[src/hdl/lkvc_pkg.sv]
// ============================================================================
// lkvc_pkg
// Shared constants and types of the LRU key-value cache.
// ============================================================================
`timescale 1ns / 1ps

package lkvc_pkg;

   localparam int MAX_ENTRIES   = 16;
   localparam int KEY_BITS      = 32;
   localparam int VALUE_BITS    = 32;
   localparam int CAP_BITS      = 5;
   localparam int CAP_RESET     = 16;
   localparam int INDEX_BITS    = (MAX_ENTRIES > 1) ? $clog2(MAX_ENTRIES) : 1;
   localparam int RANK_BITS     = INDEX_BITS;
   localparam int COUNT_BITS    = $clog2(MAX_ENTRIES + 1);
   localparam int CSR_ADDR_BITS = 3;
   localparam int CSR_DATA_BITS = 32;

   // register indexes of the configuration port
   localparam logic [CSR_ADDR_BITS-3:0] REG_CAPACITY = '0;

   // operation codes
   localparam logic OP_GET = 1'b0;
   localparam logic OP_PUT = 1'b1;

   typedef logic signed [KEY_BITS-1:0]   key_type;
   typedef logic signed [VALUE_BITS-1:0] value_type;
   typedef logic [INDEX_BITS-1:0]        index_type;
   typedef logic [RANK_BITS-1:0]         rank_type;
   typedef logic [COUNT_BITS-1:0]        count_type;
   typedef logic [CAP_BITS-1:0]          cap_type;
   typedef logic [CSR_ADDR_BITS-1:0]     csr_addr_type;
   typedef logic [CSR_DATA_BITS-1:0]     csr_data_type;

endpackage

[src/hdl/lkvc_ram.sv]
// ============================================================================
// lkvc_ram
// Generic single-port synchronous RAM with a registered read.
// ============================================================================
`timescale 1ns / 1ps

module lkvc_ram #(
   parameter int WIDTH = 32,
   parameter int DEPTH = 16
) (
   input  logic                                          clock,
   input  logic                                          wr_en,
   input  logic [((DEPTH > 1) ? $clog2(DEPTH) : 1)-1:0]  addr,
   input  logic [WIDTH-1:0]                              wdata,
   output logic [WIDTH-1:0]                              rdata
);

   logic [WIDTH-1:0] mem_ff [DEPTH];
   logic [WIDTH-1:0] rdata_ff;

   always_ff @(posedge clock) begin
      if (wr_en) begin
         mem_ff[addr] <= wdata;
      end
      rdata_ff <= mem_ff[addr];
   end

   assign rdata = rdata_ff;

endmodule

[src/hdl/lru_key_value_cache.sv]
// ============================================================================
// lru_key_value_cache
// Fully associative key-value cache with least-recently-used replacement.
// Result strobe: raised in the respond state that follows the lookup state, one cycle wide.
// A new item is refused in the lookup state, which launches the registered
// read of the value RAM; a new item is taken in the result cycle.
// Reset: synchronous; clears valid bits, ranks and occupancy, capacity = 16.
// Results cannot be stalled by the receiver.
// ============================================================================
`timescale 1ns / 1ps

module lru_key_value_cache (
   input  logic                  clock,
   input  logic                  reset,
   // command channel
   input  logic                  start,
   output logic                  busy,
   input  logic                  req_operation,
   input  lkvc_pkg::key_type     req_key,
   input  lkvc_pkg::value_type   req_value,
   // result channel
   output logic                  rsp_valid,
   output logic                  rsp_hit,
   output lkvc_pkg::value_type   rsp_read_value,
   output logic                  rsp_evicted,
   // configuration port
   input  logic                  psel,
   input  logic                  penable,
   input  logic                  pwrite,
   input  lkvc_pkg::csr_addr_type paddr,
   input  lkvc_pkg::csr_data_type pwdata,
   output lkvc_pkg::csr_data_type prdata,
   output logic                  pready
);

   import lkvc_pkg::*;

   // sequencer codes
   localparam logic [1:0] ST_IDLE    = 2'd0;
   localparam logic [1:0] ST_LOOKUP  = 2'd1;
   localparam logic [1:0] ST_RESPOND = 2'd2;

   logic [1:0] state_ff, state_in;

   // captured command
   logic      req_op_ff;
   key_type   req_key_ff;
   value_type req_value_ff;

   // tag side: keys, valid bits, recency ranks and fill count in flops
   key_type   key_store_ff [MAX_ENTRIES];
   logic      valid_ff     [MAX_ENTRIES];
   logic      valid_in     [MAX_ENTRIES];
   rank_type  rank_ff      [MAX_ENTRIES];
   rank_type  rank_in      [MAX_ENTRIES];
   count_type occ_ff, occ_in;
   cap_type   capacity_ff;

   // result flags
   logic rsp_hit_ff, rsp_evicted_ff, rsp_get_hit_ff;

   // lookup datapath
   logic      match     [MAX_ENTRIES];
   logic      evict_sel [MAX_ENTRIES];
   logic      keep      [MAX_ENTRIES];
   logic      hit;
   index_type found_idx;
   rank_type  found_rank;
   logic      slot_ok;
   index_type slot_idx;
   count_type cap_eff;
   count_type cap_less_one;
   logic      full;
   logic      key_wr_en;

   // value RAM port
   logic      ram_wr_en;
   index_type ram_addr;
   value_type ram_rdata;

   logic accept;
   logic csr_write;

   assign accept = start && !busy;
   assign busy   = (state_ff == ST_LOOKUP);

   // ------------------------------------------------------------------------
   // Configuration port: zero wait states, one register.
   // ------------------------------------------------------------------------
   assign pready    = 1'b1;
   assign csr_write = psel && penable && pwrite && pready;
   assign prdata    = (paddr[CSR_ADDR_BITS-1:2] == REG_CAPACITY)
                      ? CSR_DATA_BITS'(capacity_ff) : '0;

   always_ff @(posedge clock) begin
      if (reset) begin
         capacity_ff <= CAP_BITS'(CAP_RESET);
      end else if (csr_write && (paddr[CSR_ADDR_BITS-1:2] == REG_CAPACITY)) begin
         capacity_ff <= pwdata[CAP_BITS-1:0];
      end
   end

   // Clamp capacity: zero acts as one, oversize saturates to the array depth.
   always_comb begin
      if (capacity_ff == '0) begin
         cap_eff = COUNT_BITS'(1);
      end else if (int'(capacity_ff) > MAX_ENTRIES) begin
         cap_eff = COUNT_BITS'(MAX_ENTRIES);
      end else begin
         cap_eff = COUNT_BITS'(capacity_ff);
      end
   end

   assign cap_less_one = cap_eff - COUNT_BITS'(1);
   assign full         = (occ_ff >= cap_eff);

   // ------------------------------------------------------------------------
   // Sequencer: capture, look up and update, then present the result.
   // The result cycle already accepts the next item.
   // ------------------------------------------------------------------------
   always_comb begin
      state_in = state_ff;
      case (state_ff)
         ST_IDLE: begin
            if (accept) state_in = ST_LOOKUP;
         end
         ST_LOOKUP: begin
            state_in = ST_RESPOND;
         end
         ST_RESPOND: begin
            state_in = accept ? ST_LOOKUP : ST_IDLE;
         end
         default: begin
            state_in = ST_IDLE;
         end
      endcase
   end

   always_ff @(posedge clock) begin
      if (reset) begin
         state_ff <= ST_IDLE;
      end else begin
         state_ff <= state_in;
      end
   end

   // Hold the command for the lookup cycle.
   always_ff @(posedge clock) begin
      if (accept) begin
         req_op_ff    <= req_operation;
         req_key_ff   <= req_key;
         req_value_ff <= req_value;
      end
   end

   // ------------------------------------------------------------------------
   // Parallel key match; the lowest matching entry wins.
   // ------------------------------------------------------------------------
   always_comb begin
      hit       = 1'b0;
      found_idx = '0;
      for (int j = MAX_ENTRIES - 1; j >= 0; j--) begin
         match[j] = valid_ff[j] && (key_store_ff[j] == req_key_ff);
         if (match[j]) begin
            hit       = 1'b1;
            found_idx = INDEX_BITS'(j);
         end
      end
   end

   assign found_rank = rank_ff[found_idx];

   // Ranks of valid entries form 0..occ-1, so dropping every rank at or past
   // capacity-1 leaves exactly one free place under the capacity.
   always_comb begin
      slot_ok  = 1'b0;
      slot_idx = '0;
      for (int j = MAX_ENTRIES - 1; j >= 0; j--) begin
         evict_sel[j] = full && valid_ff[j] && (COUNT_BITS'(rank_ff[j]) >= cap_less_one);
         keep[j]      = valid_ff[j] && !evict_sel[j];
         if (!keep[j]) begin
            slot_ok  = 1'b1;
            slot_idx = INDEX_BITS'(j);
         end
      end
   end

   // ------------------------------------------------------------------------
   // Update of ranks, valid bits, fill count and the value RAM.
   // ------------------------------------------------------------------------
   always_comb begin
      for (int j = 0; j < MAX_ENTRIES; j++) begin
         valid_in[j] = valid_ff[j];
         rank_in[j]  = rank_ff[j];
      end
      occ_in    = occ_ff;
      key_wr_en = 1'b0;
      ram_wr_en = 1'b0;
      ram_addr  = found_idx;

      if (state_ff == ST_LOOKUP) begin
         if (hit) begin
            // touch: younger entries age by one, the hit becomes the newest
            for (int j = 0; j < MAX_ENTRIES; j++) begin
               if (valid_ff[j] && (rank_ff[j] < found_rank)) begin
                  rank_in[j] = rank_ff[j] + RANK_BITS'(1);
               end
            end
            rank_in[found_idx] = '0;
            ram_wr_en          = (req_op_ff == OP_PUT);
         end else if (req_op_ff == OP_PUT) begin
            // drop the oldest entries if full, age the rest, insert newest
            for (int j = 0; j < MAX_ENTRIES; j++) begin
               if (evict_sel[j]) begin
                  valid_in[j] = 1'b0;
                  rank_in[j]  = '0;
               end else if (keep[j]) begin
                  rank_in[j] = rank_ff[j] + RANK_BITS'(1);
               end
            end
            occ_in   = full ? cap_less_one : occ_ff;
            ram_addr = slot_idx;
            if (slot_ok) begin
               valid_in[slot_idx] = 1'b1;
               rank_in[slot_idx]  = '0;
               occ_in             = occ_in + COUNT_BITS'(1);
               key_wr_en          = 1'b1;
               ram_wr_en          = 1'b1;
            end
         end
      end
   end

   always_ff @(posedge clock) begin
      if (reset) begin
         for (int j = 0; j < MAX_ENTRIES; j++) begin
            valid_ff[j] <= 1'b0;
            rank_ff[j]  <= '0;
         end
         occ_ff <= '0;
      end else begin
         for (int j = 0; j < MAX_ENTRIES; j++) begin
            valid_ff[j] <= valid_in[j];
            rank_ff[j]  <= rank_in[j];
         end
         occ_ff <= occ_in;
      end
   end

   // Key store: written only at the insertion slot.
   always_ff @(posedge clock) begin
      if (key_wr_en) begin
         key_store_ff[slot_idx] <= req_key_ff;
      end
   end

   lkvc_ram #(
      .WIDTH (VALUE_BITS),
      .DEPTH (MAX_ENTRIES)
   ) u_value_ram (
      .clock (clock),
      .wr_en (ram_wr_en),
      .addr  (ram_addr),
      .wdata (req_value_ff),
      .rdata (ram_rdata)
   );

   // ------------------------------------------------------------------------
   // Result: flags are set in the lookup cycle, the value arrives from the
   // RAM read launched in that same cycle.
   // ------------------------------------------------------------------------
   always_ff @(posedge clock) begin
      if (state_ff == ST_LOOKUP) begin
         rsp_hit_ff     <= hit;
         rsp_get_hit_ff <= hit && (req_op_ff == OP_GET);
         rsp_evicted_ff <= !hit && (req_op_ff == OP_PUT) && full;
      end
   end

   assign rsp_valid      = (state_ff == ST_RESPOND);
   assign rsp_hit        = rsp_hit_ff;
   assign rsp_evicted    = rsp_evicted_ff;
   assign rsp_read_value = rsp_get_hit_ff ? ram_rdata : '0;

endmodule

[config.mk]
export PLATFORM = sky130hd
export DESIGN_NAME = lru_key_value_cache
export DESIGN_NICKNAME = d
export VERILOG_FILES = /design/src/hdl/lkvc_pkg.sv /design/src/hdl/lkvc_ram.sv /design/src/hdl/lru_key_value_cache.sv
export SDC_FILE = /design/constraint.sdc
export NUM_CORES = 2
export LEC_CHECK = 0
export ABC_CLOCK_PERIOD_IN_PS = 6850
export BUFFER_PORTS_ARGS = -buffer_cell sky130_fd_sc_hd__buf_2
export CORE_ASPECT_RATIO = 1.75
export CORE_MARGIN = 3
export CORE_UTILIZATION = 56
export DETAILED_ROUTE_END_ITERATION = 10
export PLACE_DENSITY = 0.82
export SLEW_MARGIN = 10
export SYNTH_ARGS = -nofsm -noshare
export SYNTH_HDL_FRONTEND = slang
export SYNTH_HIERARCHICAL = 1
export SYNTH_SLANG_ARGS = --single-unit
export TNS_END_PERCENT = 100
[constraint.sdc]
create_clock -name clock -period 6.85 [get_ports clock]
set_input_delay 0.685 -clock clock [delete_from_list [all_inputs] [get_ports clock]]
set_output_delay 0.685 -clock clock [all_outputs]
set_load 0.05 [all_outputs]
== After elaboration in Yosys (flattened, before gate mapping) ==
Memories as Yosys holds them, arrays and structs flattened. A register that Yosys moved wholly into a read port is not among the register bits.
Index checks and enable logic that the tools add are counted.
W data, S select, Z words.
Word-level totals
  memories kept: 4
  output and inout port bits: 69
  logic and storage cells: 567
  bits in writable memories: 1104
  input bits: 106
  register bits: 80
Operators by class
  order comparisons: 38
  multiplexer cells: 327
  bitwise operators: 42
  $add $sub $neg: 18
  reductions and logical operators: 110
  eq/ne operators: 19
Memory list
  key_store_ff: depth 16, width 32, read ports 16, clocked after Yosys merged registers in 0, wr ports 1, line lru_key_value_cache.sv:51  | key_type key_store_ff [MAX_ENTRIES];
  u_value_ram.mem_ff: depth 16, width 32, read ports 1, clocked after Yosys merged registers in 1, wr ports 1, line lkvc_ram.sv:18  | logic [WIDTH-1:0] mem_ff [DEPTH];
  rank_ff: depth 16, width 4, read ports 17, clocked after Yosys merged registers in 0, wr ports 16, line lru_key_value_cache.sv:54  | rank_type rank_ff [MAX_ENTRIES];
  valid_ff: depth 16, width 1, read ports 16, clocked after Yosys merged registers in 0, wr ports 16, line lru_key_value_cache.sv:52  | logic valid_ff [MAX_ENTRIES];
Operator list (count)
  $mux W4: 181
  $eq A32 B32 Y1: 16
  $mux W64: 4
  $and A64 B64 Y64: 2
  $not A64 Y64: 2
  $mux W1: 127
  $logic_and A1 B1 Y1: 89
  $ge A4 B5 Y1: 16
  $add A4 B1 Y4 const B: 16
  $lt A4 B4 Y1: 16
  $mux W16: 4
  $demux W4 S4: 2
  $mux W32: 1
  $or A1 B1 Y1: 32
  $mux W5: 5
  $logic_not A1 Y1: 18
  $or A16 B16 Y16: 1
  $ge A5 B5 Y1 const B: 2
  $lt A5 B1 Y1 const B: 2
  $not A4 Y5: 2
  $pmux W2 S3: 1
  $add A5 B1 Y5 const B: 1
  $ge A5 B5 Y1: 1
  $gt A5 B5 Y1 const B: 1
  10 further kinds: 12

== Logic depth before layout (Yosys ltp) ==
  depth after elaboration: 36
  depth in mapped cells: 28
  mapped depth without buffers: 24

== By module ==
The synthesis kept the hierarchy.
Modules (own cells, without submodules)
  lru_key_value_cache: sequential area each 19258.5 um^2, area an instance 36020.8 um^2, times used 1, cells each 3144
  lkvc_ram: sequential area each 16015.4 um^2, area an instance 19862.8 um^2, times used 1, cells each 840

== Worst setup path before layout ==
OpenSTA, ideal clock, no wires.
  kind: reg-to-reg
  start: register capacity_ff[1]
  end: memory u_value_ram.mem_ff[0][0] (enable)
  period minus slack after synthesis: 7599 ps
  stages on the path, launching flop included: 18
  required time: 6389 ps
  data arrival time: 7138 ps
  setup time: 461 ps
  path buffers: 3
  setup slack: -749 ps
  cells stage by stage: dfxtp_1 -> clkbuf_1 -> nor3_1 -> a211oi_1 -> ha_1 -> o21a_1 -> o21a_1 -> a2111oi_0 -> nor3_1 -> a311o_1 -> a2111oi_0 -> o32a_1 -> nand2_1 -> and2_1 -> a21o_1 -> buf_2 -> clkbuf_1 -> nor3_1
On the way
  elaborated cells on any way between the ends: 127
  classes of those cells: add/sub: 1; order compare: 18; mux: 43; reduce/logical: 65
RTL lines
  start: declaration: line lru_key_value_cache.sv:57  | cap_type capacity_ff;
  start signal: assignment: line lru_key_value_cache.sv:97  | capacity_ff <= CAP_BITS'(CAP_RESET);
  start signal: assignment: line lru_key_value_cache.sv:99  | capacity_ff <= pwdata[CAP_BITS-1:0];
  $gt A5 B5 Y1: line lru_key_value_cache.sv:107  | end else if (int'(capacity_ff) > MAX_ENTRIES) begin
  $mux W5: line lru_key_value_cache.sv:107
  $mux W5 (*): line lru_key_value_cache.sv:105  | if (capacity_ff == '0) begin
  $sub A5 B1 Y5 / $ge A5 B5 Y1 (equally long branches): line lru_key_value_cache.sv:114, lru_key_value_cache.sv:115
  $ge A4 B5 Y1 / $logic_and A1 B1 Y1 (equally long branches): line lru_key_value_cache.sv:179  | evict_sel[j] = full && valid_ff[j] && (COUNT_BITS'(rank_ff[j]) >= cap_less_one);
  $logic_and A1 B1 Y1: line lru_key_value_cache.sv:179
  $logic_not A1 Y1: line lru_key_value_cache.sv:180  | keep[j] = valid_ff[j] && !evict_sel[j];
  $logic_and A1 B1 Y1: line lru_key_value_cache.sv:180
  $mux W4 (15 in a row): line lru_key_value_cache.sv:181  | if (!keep[j]) begin
  $mux W4 (*): line lru_key_value_cache.sv:181
  $mux W4 (*): line lru_key_value_cache.sv:211  | end else if (req_op_ff == OP_PUT) begin
  $mux W4 (*): line lru_key_value_cache.sv:202  | if (hit) begin
  $mux W4 (*): line lru_key_value_cache.sv:201  | if (state_ff == ST_LOOKUP) begin
  via ram_addr[0]: line lru_key_value_cache.sv:78  | index_type ram_addr;
  end: declaration: line lkvc_ram.sv:18
The timed path passes the listed nets; every way through them passes the cells marked *.

==> flow_summary.json <==
{
  "grt_remaining_overflow": 0,
  "sw_frac_of_total_pct": 22.1,
  "cts_buffers": 105,
  "setup_viol": 0,
  "ys_seq_area_share_pct": 63.1,
  "max_freq_ghz": 0.152,
  "syn_avg_cell_area_um2": 14.0,
  "period_needed_ps": 6560,
  "crit_top_cell": "buf_4",
  "end_kind": "flop",
  "synth.most_common_cell": "edfxtp_1",
  "synthFlopType": "edfxtp_1",
  "max-slew-margin-rel_pct": 19.5,
  "cp_slowest_stage_delay_ps": 740,
  "drt-pass1-iter-count": 8,
  "num_rows": 152,
  "syn_area_um2": 55900,
  "slowest_stage": "a211oi_1",
  "max-vdd-ir-drop_v": 0.000377,
  "total_power_mw": 15.1,
  "leakage_nw": 20.9,
  "crit_chain": "buf_12 > xnor2_1 > nor4b_1 > nand4_1 > nor4_1 > buf_4 > a21boi_0 > or2_2 > o21ai_4 > buf_4 > nor2_1 > a211oi_1 > a21oi_1 > a21oi_1 > o21ai_0 > o21ai_1 > buf_12 > buf_4 > ha_1 > and3_1 > o31ai_2 > nand3_1 > nand4_1 > or3b_2",
  "cts_buffer_depth": 3,
  "ys_ff_latch": 1216,
  "skew_ps": 27.6,
  "seqPwrFrac_pct": 54.3,
  "ys_top_cells_by_count": "edfxtp_1 (1,092), xor2_1 (290), nand2_1 (226)",
  "start_kind": "flop",
  "fin_cells": 5650,
  "hpwl_um": 104000,
  "p_per_area_nw_per_um2": 240,
  "die_w_um": 245,
  "clockPowerShare_pct": 40.9,
  "status": "finished clean",
  "arrival_ps": 7160,
  "antenna_found_initial": 2,
  "wl_per_cell_um": 29.2,
  "synth_area_leaders": "edfxtp_1 (59%), mux4_2 (5.2%), xor2_1 (4.5%), dfxtp_1 (4.4%), xnor2_1 (3.4%)",
  "die_area_um2": 104000,
  "core_um2": 98500,
  "wirelength_um": 165000,
  "synth_top_area_share_pct": 58.7,
  "synth_warnings": 6,
  "internal-power_mw": 11.8,
  "required_ps": 7450,
  "ys_types": 91,
  "drive_gt1_share_pct": 16.8,
  "cts-root-buf": "clkbuf_16",
  "cts_tree": "yes",
  "drc_errors": 0,
  "rsz0062_at_grt": "no",
  "pwr-share-comb_pct": 4.8,
  "hold_violations": 0,
  "die_y_um": 424,
  "first_iter_violations": 3673,
  "grt_max_degree": 73,
  "gp_congestion": 0.994,
  "drv_slew": 0,
  "fillCellCount": 6866,
  "grt_usage_pct": 31.8,
  "async_reset_ff_share_pct": 0,
  "grt_pass1_wl_um": 242000,
  "maxCapViolCount": 0,
  "clkLatencyLatePin_ps": 720,
  "synth_edf_count": 1092,
  "syn_inst": 3984,
  "hold_buffers": 0,
  "start_util_pct": 56.7,
  "crit_type": "reg -> reg",
  "grt_pass1_vias": 38352,
  "cts_sinks": 1216,
  "cts_resized": 0,
  "area_delta_synth_final_pct": 12.7,
  "cts_max_level": 3,
  "viasPerCell": 6.57,
  "num_vias": 37100,
  "hp-class": "in -> reg",
  "yosysTopAreaCell": "edfxtp_1",
  "ioPinCount": 175,
  "finalNetCount": 4456,
  "p_sw_mw": 3.34,
  "clk_pin_slew_ps": 80,
  "tightest_slew_ps": 1200,
  "finalCritPeriodShare_pct": 95.8,
  "drtAntennaViolNets": 0,
  "port_buffers": 117,
  "crit_fanout": 18,
  "place_inst": 5450,
  "cts_setup_buffers": 0
}
per-layer routing:
layer  vias to the layer above  global-route usage, %  routed length (um)
met5                         -                      0                  13
met4                         2                   23.8               14300
met3                       721                   5.93               13500
met2                      2248                   56.1               84700
met1                     18252                   33.6               52500
li1                      15877                      -                   -
state kept, by name, summed over array words and instances, names as in the netlist:
name and cells:
req_value_ff 32, state_ff 2, req_op_ff 1, u_value_ram/rdata 32
key_store_ff 512, rsp_hit 1, u_value_ram/mem_ff 512, req_key_ff 32
rank_ff 64, occ_ff 5, rsp_get_hit_ff 1, rsp_evicted 1
capacity_ff 5, valid_ff 16
worst max-delay path: cells and delay by family, from the launching register on:
family	cells	cell delay, ps
AOI/OAI and AO/OA	8	1760
DFF	1	730
xor gates and xnor gates	1	170
buffers and inverters	5	1040
and+or+nand+nor	9	2470
adders and majority gates	1	230
kinds of logic after synthesis:
| logic type | count (synthesis) | share of synthesized area [%] |
|---|---|---|
| adder cells (fa/ha/maj) | 102 | 2.28 |
| AO/OA/AOI/OAI | 632 | 7.80 |
| buffers and inverters | 285 | 2.64 |
| multiplexers | 156 | 5.68 |
| flip-flops | 1216 | 63.1 |
| AND/OR/NAND/NOR | 1082 | 10.5 |
| XOR/XNOR | 509 | 7.98 |
| other | 2 | 0.0134 |
power groups by stage:
stage | Clock (mW) | Combinational (mW) | Sequential (mW)
after floorplan | 0 | 0.441 | 8.36
after global placement | 0 | 0.697 | 8.35
after detailed placement | 0 | 0.714 | 8.36
after CTS | 6.24 | 0.722 | 8.20
after global routing | 6.51 | 0.767 | 8.20
final | 6.19 | 0.729 | 8.20
area by class of cell:
type                            count  area [um2]  share of cell area, %
Antenna cell                        1        2.50                0.00397
Timing Repair Buffer              342        2780                   4.41
Clock inverter                     72         796                   1.26
Multi-Input combinational cell   2509       19500                   30.9
Clock buffer                      127        2750                   4.37
Tap cell                         1309        1640                   2.60
Inverter                           74         278                  0.441
Sequential cell                  1216       35300                   56.0
stage by stage:
step	hold WS, ps	util, %	setup WS, ps	setup TNS [ps]	instance area [um2]
6_report	138	63.9	290	0	63000
2_1_floorplan	414	-	-749	-95850	56000
3_3_place_gp	423	60.3	671	0	59400
5_1_grt	113	63.9	2.18	0	63000
4_1_cts	92.0	63.9	557	0	63000
3_5_place_dp	434	60.3	585	0	59400
final timing paths:
check | end | cells past startpoint | slack, ps | startpoint
worst min-delay path | req_key_ff[4]$_DFFE_PP_ | 1 | 140 | req_key[4]
worst max register to register | rank_ff[10][0]$_SDFFE_PP0P_ | 24 | 290 | req_key_ff[8]$_DFFE_PP_
worst max-delay path | rank_ff[10][0]$_SDFFE_PP0P_ | 24 | 290 | req_key_ff[8]$_DFFE_PP_
worst min register to register | state_ff[0]$_SDFFE_PP0P_ | 1 | 440 | state_ff[0]$_SDFFE_PP0P_
cells in the final DEF (no fill, tap or decap), types with 16 or more instances in the layout:
master     Yosys  routed
o21ai_0      115     112
xnor2_1      219     219
edfxtp_1    1092    1092
a21oi_1      120     120
buf_12         0      40
a211oi_1      29      28
mux2i_1       17      17
nand2b_1      42      42
a22oi_1       69      69
nand4_1      108     108
a21o_1        25      24
conb_1         2      28
nor4b_1       20      20
o32ai_1       16      16
dfxtp_1      124     124
and3_1        28      28
nor3_1        69      64
buf_4         36     185
buf_2         51     117
clkinv_1       0      19
o22ai_1       19      19
o21a_1        53      53
mux4_2       128     128
xor2_1       290     290
and2_1        54      53
nor2_1       171     148
inv_1         74      74
o31ai_1       25      25
a31oi_1       28      27
nand2_1      226     225
nor4_1       128     128
clkbuf_16      0     106
nand4b_1      24      24
clkbuf_1      93      19
nand3_1       82      82
or4_1         23      23
nor2b_1       34      31
ha_1         102     102
Power figures use the tool's default switching activity.
